$ cat config.mk
export PLATFORM = sky130hd
export DESIGN_NAME = mandelbrot_escape_time_pixel
export DESIGN_NICKNAME = d
export VERILOG_FILES = /design/src/rtl/mbet_pkg.sv /design/src/rtl/mbet_cfg.sv /design/src/rtl/mbet_mul.sv /design/src/rtl/mbet_seq.sv /design/src/rtl/mandelbrot_escape_time_pixel.sv
export SDC_FILE = /design/constraint.sdc
export NUM_CORES = 2
export LEC_CHECK = 0
export ABC_AREA = 1
export BUFFER_PORTS_ARGS = -buffer_cell sky130_fd_sc_hd__buf_2
export CAP_MARGIN = 20
export CORE_MARGIN = 5
export CORE_UTILIZATION = 40
export DETAILED_ROUTE_END_ITERATION = 10
export GPL_TIMING_DRIVEN = 1
export PLACE_DENSITY = 0.61
export SLEW_MARGIN = 20
export SYNTH_ARGS = -nofsm -noshare
export SYNTH_HDL_FRONTEND = slang
export SYNTH_SLANG_ARGS = --single-unit
export TNS_END_PERCENT = 50
$ cat constraint.sdc
create_clock -name clk -period 11 [get_ports clk]
set_input_delay 3.3 -clock clk [delete_from_list [all_inputs] [get_ports clk]]
set_output_delay 3.3 -clock clk [all_outputs]
set_load 0.01 [all_outputs]
$ cat src/rtl/mbet_pkg.sv
`timescale 1ns / 1ps
// Package for the escape-time pixel engine: widths, constants, types and helpers.
// Used by every module of the block; it depends on nothing else.
package mbet_pkg;

    // Coordinate format: signed Q4.28 in 32 bits.
    localparam int COORD_BITS = 32;
    localparam int FRAC_BITS  = 28;
    localparam int STEP_W     = 31;
    localparam int IDX_W      = 12;
    localparam int CNT_W      = 12;
    localparam int PROD_W     = 2 * COORD_BITS;
    localparam int CFG_IDX_W  = 2;
    localparam int CFG_DATA_W = 32;

    // Default image side, handed to the top level parameter.
    localparam int MAX_SIDE_DEF = 4096;

    // Sums before saturation are carried in this many bits.
    localparam int SAT_W = 45;

    localparam logic signed [SAT_W-1:0] SAT_HI =
        SAT_W'((64'sd1 <<< (COORD_BITS - 1)) - 64'sd1);
    localparam logic signed [SAT_W-1:0] SAT_LO = -SAT_HI - SAT_W'(1);

    // Escape bound: four in Q8.56.
    localparam logic [PROD_W-1:0] ESC_LIMIT = PROD_W'(64'd4 << (2 * FRAC_BITS));

    localparam logic [CNT_W-1:0] LIMIT_RESET = CNT_W'(100);

    // Configuration register indexes.
    typedef enum logic [CFG_IDX_W-1:0] {
        CFG_ORIGIN_RE = 2'd0,
        CFG_ORIGIN_IM = 2'd1,
        CFG_STEP      = 2'd2,
        CFG_LIMIT     = 2'd3
    } cfg_reg_t;

    // Configuration as seen by the sequencer.
    typedef struct packed {
        logic signed [COORD_BITS-1:0] origin_re;
        logic signed [COORD_BITS-1:0] origin_im;
        logic [STEP_W-1:0]            step;
        logic [CNT_W-1:0]             limit;
    } cfg_t;

    // Sequencer states.
    typedef enum logic [2:0] {
        ST_IDLE,
        ST_C_RE,
        ST_C_IM,
        ST_C_SUM,
        ST_SQ_X,
        ST_SQ_Y,
        ST_CROSS,
        ST_UPDATE
    } state_t;

    // What the shared multiplier is given in a cycle.
    typedef enum logic [2:0] {
        MUL_STEP_COL,
        MUL_STEP_ROW,
        MUL_XX,
        MUL_YY,
        MUL_XY
    } mul_sel_t;

    // Clamp a wide signed sum to the coordinate range.
    function automatic logic signed [COORD_BITS-1:0] sat_coord(
        input logic signed [SAT_W-1:0] v
    );
        if (v > SAT_HI) begin
            return COORD_BITS'(SAT_HI);
        end
        else if (v < SAT_LO) begin
            return COORD_BITS'(SAT_LO);
        end
        return COORD_BITS'(v);
    endfunction

endpackage

$ cat src/rtl/mbet_cfg.sv
`timescale 1ns / 1ps
// Configuration register file: origin, pixel step and iteration limit.
// Depends on mbet_pkg for the register indexes and the cfg_t struct.
module mbet_cfg
(
    input  logic                       clk,
    input  logic                       rst_n,
    input  logic                       cfg_valid,
    output logic                       cfg_ready,
    input  logic [mbet_pkg::CFG_IDX_W-1:0]  cfg_index,
    input  logic [mbet_pkg::CFG_DATA_W-1:0] cfg_data,
    output mbet_pkg::cfg_t             cfg
);
    import mbet_pkg::*;

    logic signed [COORD_BITS-1:0] origin_re_reg;
    logic signed [COORD_BITS-1:0] origin_im_reg;
    logic [STEP_W-1:0]            step_reg;
    logic [CNT_W-1:0]             limit_reg;

    // Writes are always taken at once.
    assign cfg_ready = 1'b1;

    // Register writes by index.
    always_ff @(posedge clk or negedge rst_n)
    begin
        if (!rst_n)
        begin
            origin_re_reg <= '0;
            origin_im_reg <= '0;
            step_reg      <= '0;
            limit_reg     <= LIMIT_RESET;
        end
        else if (cfg_valid)
        begin
            case (cfg_reg_t'(cfg_index))
                CFG_ORIGIN_RE: origin_re_reg <= $signed(cfg_data[COORD_BITS-1:0]);
                CFG_ORIGIN_IM: origin_im_reg <= $signed(cfg_data[COORD_BITS-1:0]);
                CFG_STEP:      step_reg      <= cfg_data[STEP_W-1:0];
                CFG_LIMIT:     limit_reg     <= cfg_data[CNT_W-1:0];
                default:       ;
            endcase
        end
    end

    assign cfg.origin_re = origin_re_reg;
    assign cfg.origin_im = origin_im_reg;
    assign cfg.step      = step_reg;
    assign cfg.limit     = limit_reg;

endmodule

$ cat src/rtl/mbet_mul.sv
`timescale 1ns / 1ps
// Shared signed 32 by 32 multiplier with a registered 64-bit product.
// Depends on mbet_pkg for the coordinate and product widths.
module mbet_mul
(
    input  logic                                clk,
    input  logic signed [mbet_pkg::COORD_BITS-1:0] mul_a,
    input  logic signed [mbet_pkg::COORD_BITS-1:0] mul_b,
    output logic signed [mbet_pkg::PROD_W-1:0]     product
);
    import mbet_pkg::*;

    logic signed [PROD_W-1:0] product_reg;

    // One product per cycle, available the cycle after the operands.
    always_ff @(posedge clk)
    begin
        product_reg <= mul_a * mul_b;
    end

    assign product = product_reg;

endmodule

$ cat src/rtl/mbet_seq.sv
`timescale 1ns / 1ps
// Sequencer and iteration datapath: forms c, runs z = z*z + c on the shared
// multiplier and holds the result word. Depends on mbet_pkg and mbet_mul.
module mbet_seq
#(
    parameter int MAX_SIDE = mbet_pkg::MAX_SIDE_DEF
)
(
    input  logic                              clk,
    input  logic                              rst_n,
    input  mbet_pkg::cfg_t                    cfg,
    input  logic                              in_valid,
    output logic                              in_ready,
    input  logic [mbet_pkg::IDX_W-1:0]        column,
    input  logic [mbet_pkg::IDX_W-1:0]        line,
    output logic                              out_valid,
    input  logic                              out_ready,
    output logic [mbet_pkg::CNT_W-1:0]        iteration_count,
    output logic                              escaped,
    output logic signed [mbet_pkg::COORD_BITS-1:0] final_re,
    output logic signed [mbet_pkg::COORD_BITS-1:0] final_im
);
    import mbet_pkg::*;

    localparam logic [IDX_W:0]   SIDE_LIM = (IDX_W + 1)'(MAX_SIDE);
    localparam logic [IDX_W-1:0] IDX_MAX  = IDX_W'(MAX_SIDE - 1);

    state_t   state_reg;
    state_t   state_next;
    mul_sel_t mul_sel;
    logic     finish;

    logic [IDX_W-1:0]             col_reg;
    logic [IDX_W-1:0]             row_reg;
    logic signed [COORD_BITS-1:0] c_re_reg;
    logic signed [COORD_BITS-1:0] c_im_reg;
    logic signed [COORD_BITS-1:0] x_reg;
    logic signed [COORD_BITS-1:0] y_reg;
    logic signed [PROD_W-1:0]     xx_reg;
    logic signed [PROD_W-1:0]     diff_reg;
    logic                         stop_reg;
    logic [CNT_W-1:0]             count_reg;

    logic                         out_valid_reg;
    logic [CNT_W-1:0]             out_count_reg;
    logic                         out_escaped_reg;
    logic signed [COORD_BITS-1:0] out_re_reg;
    logic signed [COORD_BITS-1:0] out_im_reg;

    logic signed [COORD_BITS-1:0] mul_a;
    logic signed [COORD_BITS-1:0] mul_b;
    logic signed [PROD_W-1:0]     product;
    logic [PROD_W-1:0]            mag;
    logic                         accept;
    logic                         out_free;

    assign accept   = in_valid && in_ready;
    assign out_free = !out_valid_reg || out_ready;
    // The loop ends when the stop flag is set and the result word is free.
    assign finish   = (state_reg == ST_UPDATE) && stop_reg && out_free;

    // Next state.
    always_comb
    begin
        state_next = state_reg;
        case (state_reg)
            ST_IDLE:   if (in_valid) state_next = ST_C_RE;
            ST_C_RE:   state_next = ST_C_IM;
            ST_C_IM:   state_next = ST_C_SUM;
            ST_C_SUM:  state_next = ST_SQ_X;
            ST_SQ_X:   state_next = ST_SQ_Y;
            ST_SQ_Y:   state_next = ST_CROSS;
            ST_CROSS:  state_next = ST_UPDATE;
            ST_UPDATE:
            begin
                if (!stop_reg)
                begin
                    state_next = ST_SQ_X;
                end
                else if (out_free)
                begin
                    state_next = ST_IDLE;
                end
            end
            default:   state_next = ST_IDLE;
        endcase
    end

    // Sequencer outputs: input handshake and multiplier operand choice.
    always_comb
    begin
        in_ready = 1'b0;
        mul_sel  = MUL_XX;
        case (state_reg)
            ST_IDLE:   in_ready = 1'b1;
            ST_C_RE:   mul_sel  = MUL_STEP_COL;
            ST_C_IM:   mul_sel  = MUL_STEP_ROW;
            ST_SQ_X:   mul_sel  = MUL_XX;
            ST_SQ_Y:   mul_sel  = MUL_YY;
            ST_CROSS:  mul_sel  = MUL_XY;
            default:   mul_sel  = MUL_XX;
        endcase
    end

    always_ff @(posedge clk or negedge rst_n)
    begin
        if (!rst_n)
        begin
            state_reg <= ST_IDLE;
        end
        else
        begin
            state_reg <= state_next;
        end
    end

    // Operand selection for the shared multiplier.
    always_comb
    begin
        case (mul_sel)
            MUL_STEP_COL:
            begin
                mul_a = $signed({1'b0, cfg.step});
                mul_b = $signed(COORD_BITS'(col_reg));
            end
            MUL_STEP_ROW:
            begin
                mul_a = $signed({1'b0, cfg.step});
                mul_b = $signed(COORD_BITS'(row_reg));
            end
            MUL_YY:
            begin
                mul_a = y_reg;
                mul_b = y_reg;
            end
            MUL_XY:
            begin
                mul_a = x_reg;
                mul_b = y_reg;
            end
            default:
            begin
                mul_a = x_reg;
                mul_b = x_reg;
            end
        endcase
    end

    mbet_mul u_mul
    (
        .clk     (clk),
        .mul_a   (mul_a),
        .mul_b   (mul_b),
        .product (product)
    );

    // Squares are non-negative, so their sum is taken unsigned.
    assign mag = $unsigned(xx_reg) + $unsigned(product);

    // Iteration datapath.
    always_ff @(posedge clk or negedge rst_n)
    begin
        if (!rst_n)
        begin
            count_reg <= '0;
            stop_reg  <= 1'b0;
        end
        else
        begin
            case (state_reg)
                ST_IDLE:
                begin
                    if (accept)
                    begin
                        count_reg <= '0;
                    end
                end
                ST_CROSS:
                begin
                    stop_reg <= (mag > ESC_LIMIT) || (count_reg >= cfg.limit);
                end
                ST_UPDATE:
                begin
                    if (!stop_reg)
                    begin
                        count_reg <= count_reg + CNT_W'(1);
                    end
                end
                default: ;
            endcase
        end
    end

    // Coordinate registers; payload only, so no reset.
    always_ff @(posedge clk)
    begin
        case (state_reg)
            ST_IDLE:
            begin
                if (accept)
                begin
                    col_reg <= ({1'b0, column} >= SIDE_LIM) ? IDX_MAX : column;
                    row_reg <= ({1'b0, line} >= SIDE_LIM) ? IDX_MAX : line;
                    x_reg   <= '0;
                    y_reg   <= '0;
                end
            end
            ST_C_IM:
            begin
                c_re_reg <= sat_coord(SAT_W'(cfg.origin_re) + SAT_W'(product));
            end
            ST_C_SUM:
            begin
                c_im_reg <= sat_coord(SAT_W'(cfg.origin_im) + SAT_W'(product));
            end
            ST_SQ_Y:
            begin
                xx_reg <= product;
            end
            ST_CROSS:
            begin
                diff_reg <= xx_reg - product;
            end
            ST_UPDATE:
            begin
                if (!stop_reg)
                begin
                    x_reg <= sat_coord(SAT_W'(diff_reg >>> FRAC_BITS) + SAT_W'(c_re_reg));
                    y_reg <= sat_coord(SAT_W'(product >>> (FRAC_BITS - 1))
                                       + SAT_W'(c_im_reg));
                end
            end
            default: ;
        endcase
    end

    // Result word: filled at the end of a pixel, held until taken.
    always_ff @(posedge clk or negedge rst_n)
    begin
        if (!rst_n)
        begin
            out_valid_reg <= 1'b0;
        end
        else if (finish)
        begin
            out_valid_reg <= 1'b1;
        end
        else if (out_ready)
        begin
            out_valid_reg <= 1'b0;
        end
    end

    always_ff @(posedge clk)
    begin
        if (finish)
        begin
            out_count_reg   <= count_reg;
            out_escaped_reg <= (count_reg < cfg.limit);
            out_re_reg      <= x_reg;
            out_im_reg      <= y_reg;
        end
    end

    assign out_valid       = out_valid_reg;
    assign iteration_count = out_count_reg;
    assign escaped         = out_escaped_reg;
    assign final_re        = out_re_reg;
    assign final_im        = out_im_reg;

endmodule

$ cat src/rtl/mandelbrot_escape_time_pixel.sv
`timescale 1ns / 1ps
// Escape-time pixel engine, top level: stream packing around the sequencer.
// Depends on mbet_pkg, mbet_cfg, mbet_seq and mbet_mul.
//
// Usage: each input word on the s_axis channel carries a pixel column and row.
// The engine forms c = origin + step * index, iterates z = z*z + c from zero
// and returns one output word on the m_axis channel with the iteration count,
// the escaped flag and the final z. The cfg channel writes origin_re (0),
// origin_im (1), pixel_step (2) and iteration_limit (3); it is always ready
// and the user must write it only while no pixel is in flight; it is not enforced.
// Sequence: once a pixel is accepted the engine forms c_re and c_im, then runs
// the states SQ_X, SQ_Y, CROSS and UPDATE for each iteration until the escape
// test or the limit stops it, and the result goes into the output register.
// Each iteration uses the single shared multiplier three times and then
// updates z in a separate step, so the multiplier sets the
// rate. s_axis_tready is high only while the engine is idle, one pixel at a time.
// The finished word sits in an output register; the next pixel is accepted
// while it waits, and a pixel that finishes while the receiver still stalls
// holds in its last cycle until the register frees.
// Reset clears the registers to origin 0, step 0 and limit 100, and empties
// the output register.
module mandelbrot_escape_time_pixel
#(
    parameter int MAX_SIDE = mbet_pkg::MAX_SIDE_DEF
)
(
    input  logic                               clk,
    input  logic                               rst_n,
    // Configuration write channel.
    input  logic                               cfg_valid,
    output logic                               cfg_ready,
    input  logic [mbet_pkg::CFG_IDX_W-1:0]     cfg_index,
    input  logic [mbet_pkg::CFG_DATA_W-1:0]    cfg_data,
    // Pixel input stream.
    input  logic                               s_axis_tvalid,
    output logic                               s_axis_tready,
    input  logic [23:0]                        s_axis_tdata,  // column[11:0], line[23:12]
    // Result stream.
    output logic                               m_axis_tvalid,
    input  logic                               m_axis_tready,
    output logic [79:0]                        m_axis_tdata   // iteration_count[11:0],
                                                              // escaped[12], final_re[44:13],
                                                              // final_im[76:45], zero[79:77]
);
    import mbet_pkg::*;

    cfg_t                     cfg;
    logic [CNT_W-1:0]         iteration_count;
    logic                     escaped;
    logic signed [COORD_BITS-1:0] final_re;
    logic signed [COORD_BITS-1:0] final_im;

    mbet_cfg u_cfg
    (
        .clk       (clk),
        .rst_n     (rst_n),
        .cfg_valid (cfg_valid),
        .cfg_ready (cfg_ready),
        .cfg_index (cfg_index),
        .cfg_data  (cfg_data),
        .cfg       (cfg)
    );

    mbet_seq #(
        .MAX_SIDE (MAX_SIDE)
    ) u_seq
    (
        .clk             (clk),
        .rst_n           (rst_n),
        .cfg             (cfg),
        .in_valid        (s_axis_tvalid),
        .in_ready        (s_axis_tready),
        .column          (s_axis_tdata[IDX_W-1:0]),
        .line            (s_axis_tdata[2*IDX_W-1:IDX_W]),
        .out_valid       (m_axis_tvalid),
        .out_ready       (m_axis_tready),
        .iteration_count (iteration_count),
        .escaped         (escaped),
        .final_re        (final_re),
        .final_im        (final_im)
    );

    // Pack the result word, lowest field first, padded to whole bytes.
    assign m_axis_tdata = {3'b000, final_im, final_re, escaped, iteration_count};

endmodule

==> results.toml <==
[status]
outcome = "completed"

[final_layout]
final_cell_mix = "1982 x nand2_1, 1851 x inv_1, 1120 x nor2_1, 1087 x fa_1, 488 x ha_1"
nets = 11000
layout_commonest_cell = "nand2_1"
area_growth_pct = 7.38
drive_above_1_share_pct = 5.47

[floorplanning]
die_width_um = 441
core-area_um2 = 185000
die_area_um2 = 195000
start_util_pct = 40.2
die_h_um = 441
num_rows = 158
io_pins = 146

[timing]
relSlewSlack_pct = 16.9
finClkSkew_ps = 81.2
period_share_pct = 94.7
drv_slew = 0
max_freq_mhz = 96.0
final_hold_viol_count = 0
setup_viol = 0
fin_crit_ps = 10420
rsz0062_at_grt = "false"
max_slew.worst_pin.slew_ps = 1240
finalSetupTns_ps = 0

[route]
met1_length_um = 118000
first_pass_iters = 6
wl_met3_um = 21300
wl_per_cell_um = 25.2
totalWireLength_um = 300000
drtAntennaViolNets = 0
vias_per_cell = 5.38
route.detailed.drc = 0
via_count = 64100
drt_iter0_drc = 5567
dr.max_layer_used = "met5"
routed-wl-met2_um = 141000

[yosys]
ys.flop_type = "edfxtp_1"
synth.avg_cell_area_um2 = 7.97
synthCells = 9341
synth.distinct_cells = 69
synth_top_cell_area_share_pct = 29.2
yosys_warnings = 0
synth-seq-area-share_pct = 19.2
synth_area_um2 = 74400
ys_seq_elements = 517
yosys-top-cells-area = "fa_1 29%, edfxtp_1 13%, nand2_1 10%, inv_1 9.3%, ha_1 8.2%"
synth_top_cell_by_area = "fa_1"
async_reset_ff_share_pct = 24.0
synth-edff-count = 329

[worst_setup_path]
criticalPathCategory = "flop to flop"
cp_slowest_cell = "fa_1"
critPathMaxStageDelay_ps = 950
endpoint_kind = "flop"
crit_path_max_fanout = 17
crit_required_ps = 11530
arrival_ps = 10950
worstSetupStartpointType = "flop"

[cts]
cts_hold_buf = 0
cts_buffers = 55
cts_root_buffer = "clkbuf_16"
clock_path_buffers = 3
htreeDepth = 2
ctsResizeCount = 0
clk_latency_ps = 700
clock-sinks = 517
postCtsSetupRepairBufs = 0
cts_tree = "yes"
clk_pin_slew_ps = 70

[global_routing]
grt-ovfl-total = 0
grt_max_degree = 71
grt_pass1_wl_um = 438000
track_usage_pct = 30.7
grt_pass1_vias = 65900
grt_antenna_before_repair = 11

[hold_path]
hp-class = "flop to flop"

[place]
hpwl_um = 255000
port_buffers = 141
gp_congestion = 1.01

[flow_run]
drv_cap = 0
## final timing paths
check | from | end | slack, ps | cells after the start
max | u_seq.state_reg[0] | u_seq.u_mul.product[60] | 580 | 38
min | u_cfg.limit_reg[1] | u_cfg.limit_reg[1] | 490 | 2
max reg2reg | u_seq.state_reg[0] | u_seq.u_mul.product[60] | 580 | 38
max in group asynchronous | rst_n | u_cfg.step_reg[9] | 7030 | 2
min in group asynchronous | rst_n | u_cfg.origin_im_reg[12] | 2650 | 1
min reg2reg | u_cfg.limit_reg[1] | u_cfg.limit_reg[1] | 490 | 2
## critical path: cells and delay by family, from the launching register on
family / cells / cell delay, ps
compound gates: 9 / 2160
xor+xnor: 1 / 160
fa+ha+maj: 10 / 5190
buf+inv: 10 / 990
flops: 1 / 410
simple gates: 8 / 1300
## metrics by stage
step                hold slack [ps]  util (%)  std cells  cell area [um2]  worst slack (ps)
floorplan                       426         -       9343            74400              1660
global placement                463      42.1      11800            78000               759
detailed placement              469      42.1      11800            78000               730
CTS                             491      43.1      11900            79900               669
global route                    502      43.1      11900            79900               145
finish                          492      43.1      11900            79900               578
## cells by family (layout without fill, tap and decap cells)
logic type	after synthesis	count (layout)	synth area share, %
xor gates and xnor gates	284	284	3.36
and+or+nand+nor	3562	3562	19.2
DFF	517	517	19.2
AOI/OAI and AO/OA	1237	1237	9.53
adders and majority gates	1575	1575	37.4
other	2	9	0.0101
buffers and inverters	2164	2250	11.3
## Yosys cell counts (all sizes together), types with 5 or more instances
master	count
nand2	1992
a21boi	15
nor3	64
a21o	37
clkbuf	113
dfrtp	121
and3	9
ha	488
inv	1887
o21a	27
o2111ai	7
a32oi	7
dfxtp	64
o22ai	20
o21bai	51
nand3	242
a31oi	66
nand3b	15
o21ai	473
edfxtp	329
fa	1087
xnor2	124
clkinv	9
nor2	1144
a21oi	470
o211ai	32
a221oi	10
or2	8
nand4	57
xor2	160
buf	155
a211oi	5
nor4	24
## layer usage
layer  vias up  GRT usage [%]
li1      28900              -
met1     31800           38.8
met2      2712           51.2
met3       620           4.12
met4         2           16.7
met5         -              0
## area by class of cell
type / count / area (um2)
diodes: 5 / 12.5
clock buffers: 63 / 1410
well taps: 2480 / 3100
inverters: 1896 / 7120
repair buffers: 251 / 1560
clock inverters: 40 / 539
multi-input cells: 6662 / 51900
fillers: 18900 / 105000
flip-flops and latches: 517 / 14300
Power is not shown: default switching activity piles up to over one toggle a cycle in this logic, so the estimate is an artifact.
